--- src/rtl/core/ca3d_pkg.sv ---
// Shared types and constants for the 3D cellular automaton step core.
package ca3d_pkg;
  localparam int MaxDim = 16;
  localparam int CoordW = $clog2(MaxDim);
  localparam int DimW = 5;
  localparam int Cells = MaxDim * MaxDim * MaxDim;
  localparam int AddrW = 3 * CoordW;
  localparam int LiveW = 13;
  localparam logic [3:0] AgeMax = 4'd11;
  localparam logic [LiveW-1:0] LiveMax = '1;

  localparam logic [1:0] ReqWrite = 2'd0;
  localparam logic [1:0] ReqRead = 2'd1;
  localparam logic [1:0] ReqStep = 2'd2;

  // controller to datapath
  typedef struct packed {
    logic wr_cell;      // host write into current grid
    logic rd_cell;      // host read of current grid
    logic clr_mem;      // clear sweep write
    logic calc_start;   // begin neighbor scan of a cell
    logic calc_tap;     // sample one neighbor
    logic calc_store;   // write next value
    logic copy_rd;      // issue read of next grid
    logic copy_wr;      // commit into current grid
    logic clr_count;
    logic addr_clear;
  } ctl_t;

  function automatic logic [3:0] next_cell(input logic [3:0] s, input logic [4:0] c);
    logic [3:0] nx;
    nx = 4'd0;
    if (s != 4'd0) begin
      if (c > 5'd4) nx = s + 4'd1;
      if (c >= 5'd11 && c <= 5'd14) nx = 4'd0;
    end else if (c == 5'd10 || c == 5'd11) begin
      nx = 4'd1;
    end
    if (s > 4'd10) nx = s >> 1;
    return nx;
  endfunction
endpackage

--- src/rtl/core/ca3d_ctrl.sv ---
// Controller: request decode and sequencing of clear, step and commit.
module ca3d_ctrl import ca3d_pkg::*; (
  input  logic       clk,
  input  logic       rst,
  input  logic       start,
  input  logic [1:0] req_type,
  input  logic       in_range,
  input  logic       tap_last,
  input  logic       cell_last,
  output logic       busy,
  output ctl_t       ctl,
  output logic       done,
  output logic       out_of_range,
  output logic       show_read,
  output logic       show_count
);
  typedef enum logic [2:0] {S_CLR, S_IDLE, S_READ, S_TAP, S_STORE, S_CRD, S_CWR} state_t;
  state_t state;
  logic [AddrW-1:0] clr_n;
  logic go;

  assign go = start && !busy;
  assign busy = state != S_IDLE;

  always_comb begin
    ctl = '0;
    ctl.clr_mem = state == S_CLR;
    ctl.wr_cell = go && req_type == ReqWrite && in_range;
    ctl.rd_cell = go && req_type == ReqRead;
    ctl.addr_clear = go || rst;
    ctl.clr_count = go;
    ctl.calc_start = (go && req_type == ReqStep) || state == S_STORE;
    ctl.calc_tap = state == S_TAP;
    ctl.calc_store = state == S_STORE;
    ctl.copy_rd = state == S_CRD;
    ctl.copy_wr = state == S_CWR;
  end

  always_ff @(posedge clk) begin
    if (rst) begin
      state <= S_CLR; clr_n <= '0; done <= 1'b0; out_of_range <= 1'b0;
      show_read <= 1'b0; show_count <= 1'b0;
    end else begin
      done <= 1'b0; out_of_range <= 1'b0; show_read <= 1'b0; show_count <= 1'b0;
      case (state)
        S_CLR: begin
          clr_n <= clr_n + 1'b1;
          if (clr_n == '1) state <= S_IDLE;
        end
        S_IDLE: if (start) begin
          case (req_type)
            ReqWrite: begin done <= 1'b1; out_of_range <= !in_range; end
            ReqRead: begin
              if (in_range) state <= S_READ;
              else begin done <= 1'b1; out_of_range <= 1'b1; end
            end
            ReqStep: state <= S_TAP;
            default: done <= 1'b1;
          endcase
        end
        S_READ: begin done <= 1'b1; show_read <= 1'b1; state <= S_IDLE; end
        S_TAP: if (tap_last) state <= S_STORE;
        S_STORE: state <= cell_last ? S_CRD : S_TAP;
        S_CRD: state <= S_CWR;
        S_CWR: if (cell_last) begin
          done <= 1'b1; show_count <= 1'b1; state <= S_IDLE;
        end else state <= S_CRD;
        default: state <= S_IDLE;
      endcase
    end
  end
endmodule

--- config.mk ---
export PLATFORM = sky130hd
export DESIGN_NAME = ca3d_ctrl
export DESIGN_NICKNAME = d
export VERILOG_FILES = /design/src/rtl/core/ca3d_pkg.sv /design/src/rtl/core/ca3d_ctrl.sv
export SDC_FILE = /design/constraint.sdc
export NUM_CORES = 1
export LEC_CHECK = 0
export BUFFER_PORTS_ARGS = -buffer_cell sky130_fd_sc_hd__clkbuf_2
export CORE_ASPECT_RATIO = 0.7
export CORE_MARGIN = 1
export CORE_UTILIZATION = 56
export DETAILED_ROUTE_END_ITERATION = 7
export PLACE_DENSITY = 0.82
export SYNTH_ARGS = -nofsm -noshare
export SYNTH_HDL_FRONTEND = slang
export SYNTH_SLANG_ARGS = --single-unit
--- constraint.sdc ---
create_clock -name clk -period 2.5 [get_ports clk]
set_input_delay 0.25 -clock clk [delete_from_list [all_inputs] [get_ports clk]]
set_output_delay 0.25 -clock clk [all_outputs]
set_load 0.02 [all_outputs]
==> summary.md, run 1 <==
| Metric | Value |
|---|---|
| Status | `finished clean` |
| Portion of the clock cycle consumed by the worst path in the final layout | `84.4%` |
| Max-slew violation count | `0` |
| Starting utilization of the core area | `62.8%` |
| Type of element launching the critical path | `register` |
| Vias in the first global route | `745` |
| Clock power share | `26.9%` |
| Minimum setup slack after placement | `729 ps` |
| Die footprint | `2050 um2` |
| Clock-pin slew reported for the worst setup and hold paths after clock tree synthesis | `100 ps` |
| Share of synthesized flip-flops with an asynchronous set or reset | `0%` |
| Average wire length per cell after detail routing | `12.1 um` |
| Internal power | `0.408 mW` |
| Synth cell types | `35` |
| Cell leakage power | `0.472 nW` |
| Final sum of negative setup slack | `0 ps` |
| Crit path max fanout | `14` |
| CTS root buffer | `sky130_fd_sc_hd__clkbuf_4` |
| Largest net degree at the start of global routing | `21` |
| Power consumption | `0.559 mW` |
| Switch share | `27.1%` |
| Starting DRT DRC Count | `15` |
| Synth Flop Type | `sky130_fd_sc_hd__dfxtp_1` |
| CTS tree | `yes` |
| Cell area after layout | `1170 um2` |
| Latest clock arrival within the worst-skew pair | `290 ps` |
| Fin worst setup slack | `390 ps` |
| Peak supply drop | `0.368 mV` |
| Max_cap viols | `0` |
| Count of placed standard cells in the final layout, fillers left out | `166` |
| Final min period | `2110 ps` |
| Critical path class | `reg2out` |
| Sequential cell area fraction in the yosys report | `36.3%` |
| Clock tree sinks | `19` |
| Hold/Removal Path Class | `in2reg` |
| Number of buffers inserted by hold repair at cts | `0` |
| Vias per std cell | `5.40` |
| Final worst clock skew | `3.61 ps` |
| Dpl cell area | `1140 um2` |
| Power per Cell Area | `479 nW/um2` |
| Number of antenna violations at the first check in global routing | `0` |
| Endpoint type of the worst setup path | `output pin` |
| Synthesized netlist cell count | `127` |
| Count of final hold-check violations | `0` |
| I/O pin cnt | `23` |
| Aggregate global-route resource usage | `23.7%` |
| Number of cells in the design after placement | `162` |
| CTS Buf Count | `3` |
| Transition time at the pin with the least slew margin | `391 ps` |
| Synth-to-layout area growth | `11.5%` |
| Yosys warnings | `0` |
| Fraction of power consumed by combinational cells | `14.9%` |
| Aggregate routed wire length | `2000 um` |
| Global-route wire length before repair | `3310 um` |
| Part of the total power dissipated in sequential elements | `58.3%` |
| Grt total ovfl | `0` |
| Mean post-synth cell area | `8.25 um2` |
| Num rows | `12` |
| Longest Clk Path Bufs | `2` |
| Port bufs | `22` |
| Placer congestion estimate | `0.849` |
| Setup repair after global routing missed its margin | `no` |
| Final count of negative-setup-slack endpoints | `0` |
| Critical path data arrival time | `1860 ps` |
| Number of synthesized flops with an enable pin | `0` |
| Placeable core area | `1670 um2` |
| Mapped cell area | `1050 um2` |
| N_diodes | `0` |
| Number of buffers inserted by post-CTS setup repair | `0` |
| Post-CTS resize count | `0` |
| Reported net switching power | `0.152 mW` |
| Remaining antenna violation count | `0` |
| Die Wd | `53.7 um` |
| Fmax | `474 MHz` |
| Relative slew margins | `73.9%` |
| Floorplan die height | `38.2 um` |
| Router iterations before antenna repair | `4` |
| Mapped Nets | `139` |
| # H-tree levels | `1` |
| Flop and latch count out of synthesis | `19` |
| Remaining design rule violation count | `0` |
| Number of vias in the routed layout | `897` |
| Required time of the critical path | `2250 ps` |
| Total number of nets in the final design | `158` |
| Final HPWL from detailed placement | `1540 um` |
| Fraction of layout instances using a drive strength above 1 | `24.1%` |
## metal layers
metal | GRT usage, % | part of all wire, %
met5 | 0 | 0
met4 | 7.89 | 1.1
met3 | 7.14 | 5.1
met2 | 37.0 | 46
met1 | 30.8 | 48
## Yosys cell counts (2+ instances only)
cell type | instances | area, um2
sky130_fd_sc_hd__and2_1 | 2 | 12.5
sky130_fd_sc_hd__ha_1 | 4 | 50.1
sky130_fd_sc_hd__nand4_1 | 3 | 18.8
sky130_fd_sc_hd__nand3_1 | 5 | 25.0
sky130_fd_sc_hd__a21o_1 | 3 | 22.5
sky130_fd_sc_hd__nor3_1 | 3 | 15.0
sky130_fd_sc_hd__nand2_1 | 11 | 41.3
sky130_fd_sc_hd__a21oi_1 | 6 | 30.0
sky130_fd_sc_hd__and3_1 | 4 | 25.0
sky130_fd_sc_hd__inv_1 | 10 | 37.5
sky130_fd_sc_hd__nor3b_1 | 2 | 15.0
sky130_fd_sc_hd__xor2_1 | 2 | 17.5
sky130_fd_sc_hd__xnor2_1 | 6 | 52.6
sky130_fd_sc_hd__dfxtp_1 | 19 | 380
sky130_fd_sc_hd__nor3_2 | 3 | 30.0
sky130_fd_sc_hd__nor4_2 | 3 | 37.5
sky130_fd_sc_hd__nor2_1 | 13 | 48.8
sky130_fd_sc_hd__o21ai_0 | 5 | 25.0
sky130_fd_sc_hd__nand2b_1 | 2 | 12.5
sky130_fd_sc_hd__or3_1 | 2 | 12.5
sky130_fd_sc_hd__clkbuf_1 | 5 | 18.8
## power groups by stage
stage	sequential (mW)	combinational (mW)	clock, mW
2_1_floorplan	0.330	0.0652	0
3_3_place_gp	0.332	0.0802	0
3_5_place_dp	0.333	0.0837	0
4_1_cts	0.326	0.0844	0.157
5_1_grt	0.328	0.0943	0.173
6_report	0.326	0.0832	0.150
## cell usage in the layout (no fill, tap or decap), types with 3 or more instances in the layout
cell type                   n
sky130_fd_sc_hd__inv_1     10
sky130_fd_sc_hd__nor3_2     3
sky130_fd_sc_hd__a21oi_1    6
sky130_fd_sc_hd__clkbuf_2  22
sky130_fd_sc_hd__nand3_1    5
sky130_fd_sc_hd__nand2_1   11
sky130_fd_sc_hd__dfxtp_1   19
sky130_fd_sc_hd__nand4_1    3
sky130_fd_sc_hd__and3_1     4
sky130_fd_sc_hd__o21ai_0    5
sky130_fd_sc_hd__nor3_1     3
sky130_fd_sc_hd__ha_1       4
sky130_fd_sc_hd__xnor2_1    6
sky130_fd_sc_hd__clkbuf_4   3
sky130_fd_sc_hd__nor4_2     3
sky130_fd_sc_hd__a21o_1     3
sky130_fd_sc_hd__nor2_1    13
## metrics by stage
stage	hold WS (ps)	util [%]
floorplan	327	-
CTS	134	70.0
detailed placement	451	68.5
global placement	439	68.5
finish	135	70.0
global route	120	70.0
## flip-flops by register name, summed over array words and instances (netlist names)
| register | flops |
|---|---|
| clr_n | 12 |
| done | 1 |
| out_of_range | 1 |
| show_count | 1 |
| show_read | 1 |
| state | 3 |
## final cells by class
| class | count | area [um2] |
|---|---|---|
| clock buffer | 4 | 26.3 |
| inverter | 10 | 37.5 |
| timing repair buffer | 22 | 110 |
| multi-input combinational | 90 | 587 |
| tap | 21 | 26.3 |
| fill | 144 | 499 |
| sequential | 19 | 380 |
## final timing paths
kind	endpoint	slack [ps]	cells after the start	startpoint
setup / recovery	ctl[0]	390	4	state[2]$_SDFFE_PP0P_
hold / removal	out_of_range$_SDFF_PP0_	140	2	in_range
setup reg to reg	clr_n[4]$_SDFFE_PP0P_	830	4	clr_n[0]$_SDFFE_PP0P_
hold reg to reg	clr_n[1]$_SDFFE_PP0P_	500	2	clr_n[1]$_SDFFE_PP0P_
## logic make-up after synthesis
logic type,synth area share (%)
XOR/XNOR,6.69
adder cells (fa/ha/maj),4.78
buffers and inverters,7.65
AO/OA/AOI/OAI,11.4
AND/OR/NAND/NOR,33.2
flip-flops,36.3
## worst max-delay path, stage by stage (launching register included)
cell	delay (ps)
sky130_fd_sc_hd__dfxtp_1	570
sky130_fd_sc_hd__and2b_2	310
sky130_fd_sc_hd__and3_1	250
sky130_fd_sc_hd__or2_2	290
sky130_fd_sc_hd__clkbuf_2	150
(Power assumes the default switching activity.)
==> run 2: changes to the inputs <==
Settings changed: ABC_AREA set to 1, CORE_UTILIZATION 56 to 47, PLACE_DENSITY 0.82 to 0.73.
Clock period 2.5 ns to 1.8 ns, I/O delays scaled along.
==> summary.md, run 2 <==
| Metric | Value |
|---|---|
| Mapped cell area | `1080 um2 (+3.2%)` |
| Top cells by instance count after synthesis | `35 x sky130_fd_sc_hd__nand2_1, 23 x sky130_fd_sc_hd__nor2_1, 21 x sky130_fd_sc_hd__inv_1` |
| Dpl cell area | `1200 um2 (+5.5%)` |
| Crit path max fanout | `9 (-5)` |
| Relative slew margins | `76.8% (+2.9 points)` |
| Synth-to-layout area growth | `13.9%` |
| Leading cell type in the layout, fill and taps excluded | `sky130_fd_sc_hd__nand2_1` |
| Grt total ovfl | `0 (unchanged)` |
| Placeable core area | `2150 um2 (+29%)` |
| Critical path class | `reg2out` |
| Clock tree sinks | `19 (unchanged)` |
| Sequential cell area fraction in the yosys report | `35.2% (-1.1 points)` |
| Max incr delay on CP | `430 ps (-140 ps)` |
| CTS tree | `yes` |
| Register ranked first by flip-flop count | `clr_n` |
| Fin worst setup slack | `194 ps (-195 ps)` |
| Setup slack of the most critical reg-to-reg path | `430 ps (-400 ps)` |
| Power consumption | `1.19 mW (+110%)` |
| Post-CTS resize count | `0 (unchanged)` |
| Final HPWL from detailed placement | `1790 um (+16%)` |
| Leading cell types in the layout, fill and taps excluded | `35 x sky130_fd_sc_hd__nand2_1, 23 x sky130_fd_sc_hd__nor2_1, 22 x sky130_fd_sc_hd__clkbuf_2, 21 x sky130_fd_sc_hd__inv_1, 19 x sky130_fd_sc_hd__dfxtp_1` |
| Utilization after layout | `57.1% (-13 points)` |
| Main area contributors after synthesis | `sky130_fd_sc_hd__dfxtp_1 35%, sky130_fd_sc_hd__nand2_1 12%, sky130_fd_sc_hd__nor2_1 8.0%` |
| Router iterations before antenna repair | `4 (unchanged)` |
| Count of buffer and inverter cells on the critical path | `2 (+1)` |
| Path depth of the worst reg2reg path | `7 (+3)` |
| Fill cells | `231 (+60%)` |
| Depth of the worst hold-timing path | `2 (unchanged)` |
| Port bufs | `22 (unchanged)` |
| Source of the worst register-to-register timing path | `clr_n[4]$_SDFFE_PP0P_` |
| Number of cells in the design after placement | `210 (+30%)` |
| Number of flip-flops in the largest register | `12 (unchanged)` |
| Top cell family by delay on the critical path | `simple AND/OR/NAND/NOR gates` |
| Peak supply drop | `0.505 mV (+37%)` |
| Number of buffers inserted by post-CTS setup repair | `0 (unchanged)` |
| Aggregate global-route resource usage | `20.4% (-3.3 points)` |
| Fraction of layout instances using a drive strength above 1 | `22.0% (-2.2 points)` |
| Endpoint type of the worst setup path | `output pin` |
| Total number of nets in the final design | `195 (+23%)` |
| Count of placed standard cells in the final layout, fillers left out | `214 (+29%)` |
| Final sum of negative setup slack | `0 ps (unchanged)` |
| Mapped Nets | `172 (+24%)` |
| Vias in the first global route | `844 (+13%)` |
| Power per Cell Area | `966 nW/um2 (+100%)` |
| Remaining design rule violation count | `0 (unchanged)` |
| Final min period | `1610 ps` |
| Biggest area consumer among synthesized cells | `sky130_fd_sc_hd__dfxtp_1` |
| Die footprint | `2500 um2 (+22%)` |
| Clock-pin slew reported for the worst setup and hold paths after clock tree synthesis | `110 ps (about the same)` |
| Count of final hold-check violations | `0 (unchanged)` |
| Final worst hold slack | `69.9 ps (-65.4 ps)` |
| Final count of negative-setup-slack endpoints | `0 (unchanged)` |
| Num rows | `14 (+2)` |
| N_diodes | `0 (unchanged)` |
| Minimum setup slack after placement | `508 ps (-221 ps)` |
| Cell with the most instances after synthesis | `sky130_fd_sc_hd__nand2_1` |
| Max-slew violation count | `0 (unchanged)` |
| CTS root buffer | `sky130_fd_sc_hd__clkbuf_4` |
| Hold/Removal Path Class | `in2reg` |
| Placer congestion estimate | `0.865 (+2.0%)` |
| Portion of the clock cycle consumed by the worst path in the final layout | `89.2%` |
| Mean post-synth cell area | `6.76 um2 (-18%)` |
| Worst Hold Launch | `in_range` |
| Crit-path slowest cell | `sky130_fd_sc_hd__dfxtp_1` |
| Cell area after layout | `1230 um2 (+5.5%)` |
| CTS Buf Count | `3 (unchanged)` |
| Setup repair after global routing missed its margin | `no` |
| Die Wd | `59.3 um (+10%)` |
| Number of buffers inserted by hold repair at cts | `0 (unchanged)` |
| Fmax | `623 MHz` |
| Synth Flop Type | `sky130_fd_sc_hd__dfxtp_1` |
| Synthesized netlist cell count | `160 (+26%)` |
| Transition time at the pin with the least slew margin | `348 ps (-42.9 ps)` |
| Global-route wire length before repair | `3810 um (+15%)` |
| Latest clock arrival within the worst-skew pair | `300 ps (about the same)` |
| # H-tree levels | `1 (unchanged)` |
| Largest regs | `clr_n (12), state (3)` |
| Remaining antenna violation count | `0 (unchanged)` |
| Aggregate routed wire length | `2250 um (+13%)` |
| Number of synthesized flops with an enable pin | `0 (unchanged)` |
| Worst reg2reg path endpoint | `clr_n[9]$_SDFFE_PP0P_` |
| Yosys warnings | `0 (unchanged)` |
| Cell leakage power | `0.582 nW (+23%)` |
| Starting utilization of the core area | `50.2% (-13 points)` |
| Max_cap viols | `0 (unchanged)` |
| Flop and latch count out of synthesis | `19 (unchanged)` |
| Critical path data arrival time | `1430 ps (-430 ps)` |
| Number of vias in the routed layout | `1016 (+13%)` |
| Share of synthesized flip-flops with an asynchronous set or reset | `0% (unchanged)` |
| Vias per std cell | `4.75 (-12%)` |
| Crit path cell chain | `nor2_4 > nand2_1 > inv_2 > nand2_2 > nor2_1 > clkbuf_2` |
| Status | `finished clean` |
| Longest Clk Path Bufs | `2 (unchanged)` |
| I/O pin cnt | `23 (unchanged)` |
| Starting DRT DRC Count | `56 (+41)` |
| Hold Path End | `out_of_range$_SDFF_PP0_` |
| Final worst clock skew | `5.50 ps (+1.89 ps)` |
| Fraction of post-synthesis cell area in the top cell type by area | `35.2% (-1.1 points)` |
| Average wire length per cell after detail routing | `10.5 um (-13%)` |
| Type of element launching the critical path | `register` |
| Number of antenna violations at the first check in global routing | `0 (unchanged)` |
| Synth cell types | `27 (-23%)` |
| Largest net degree at the start of global routing | `13 (-38%)` |
| Required time of the critical path | `1620 ps (-630 ps)` |
| Floorplan die height | `42.1 um (+10%)` |
-- run 2: cell types whose count changed in the layout (fill, tap and decap cells not counted), sizes merged, moves of 3 or more --
cell	before	now
nand2	11	38
inv	10	25
nor2	13	26
nand3	5	11
xnor2	6	0
a21oi	6	11
and3	5	0
a21o	3	0
o21ai	5	8
-- run 2: layout make-up --
cell class | instances | area (um2) | share of cell area [%]
repair buffers | 22 | 110 | 8.94
clock buffers | 3 | 22.5 | 1.83
well taps | 32 | 40.0 | 3.25
flip-flops and latches | 19 | 380 | 30.9
inverters | 25 | 98.8 | 8.03
multi-input cells | 112 | 574 | 46.6
clock inverters | 1 | 5.00 | 0.407
-- run 2: worst reg2reg max path, cell delays in order (launching register included) --
cell and delay (ps):
sky130_fd_sc_hd__dfxtp_1 490, sky130_fd_sc_hd__nand2_1 90, sky130_fd_sc_hd__nor2_1 100, sky130_fd_sc_hd__nand2_1 140, sky130_fd_sc_hd__nor2_1 230, sky130_fd_sc_hd__nand3_1 100
sky130_fd_sc_hd__nand2_1 80, sky130_fd_sc_hd__nor2_1 50
-- run 2: kinds of logic (layout without fill, tap and decap cells) --
group,Yosys count,after routing,share of synthesized area (%)
AND/OR/NAND/NOR,85,85,36.9
buffers and inverters,29,51,11.7
flip-flops,19,19,35.2
adder cells (fa/ha/maj),4,4,4.63
AO/OA/AOI/OAI,23,23,11.6
-- run 2: metal layers --
metal | GRT usage [%] | routed length [um] | share of wire (%) | vias up
li1 | - | - | - | 549
met1 | 31.0 | 1160 | 52 | 434
met2 | 28.5 | 917 | 41 | 31
met3 | 6.17 | 161 | 7.1 | 2
met4 | 2.86 | 13 | 0.58 | 0
met5 | 0 | 0 | 0 | -
-- run 2: report_power, final --
| group | leakage (nW) | internal (mW) | switching [mW] |
|---|---|---|---|
| registers | 0.154 | 0.469 | 0.0597 |
| clock network | 0.0177 | 0.0828 | 0.138 |
| logic | 0.410 | 0.143 | 0.296 |
| total | 0.582 | 0.695 | 0.494 |
-- run 2: how the worst max path moves through the flow --
stage,startpoint,end,slack (ps),cells after the start
detailed placement,clr_n[4]$_SDFFE_PP0P_,clr_n[9]$_SDFFE_PP0P_,510,7
CTS,state[1]$_SDFFE_PP0P_,ctl[9],180,6
finish,state[1]$_SDFFE_PP0P_,ctl[9],190,6
global route,state[1]$_SDFFE_PP0P_,ctl[9],80,6
global placement,clr_n[4]$_SDFFE_PP0P_,clr_n[9]$_SDFFE_PP0P_,460,7
floorplan,state[1]$_SDFFE_PP0P_,ctl[8],420,6
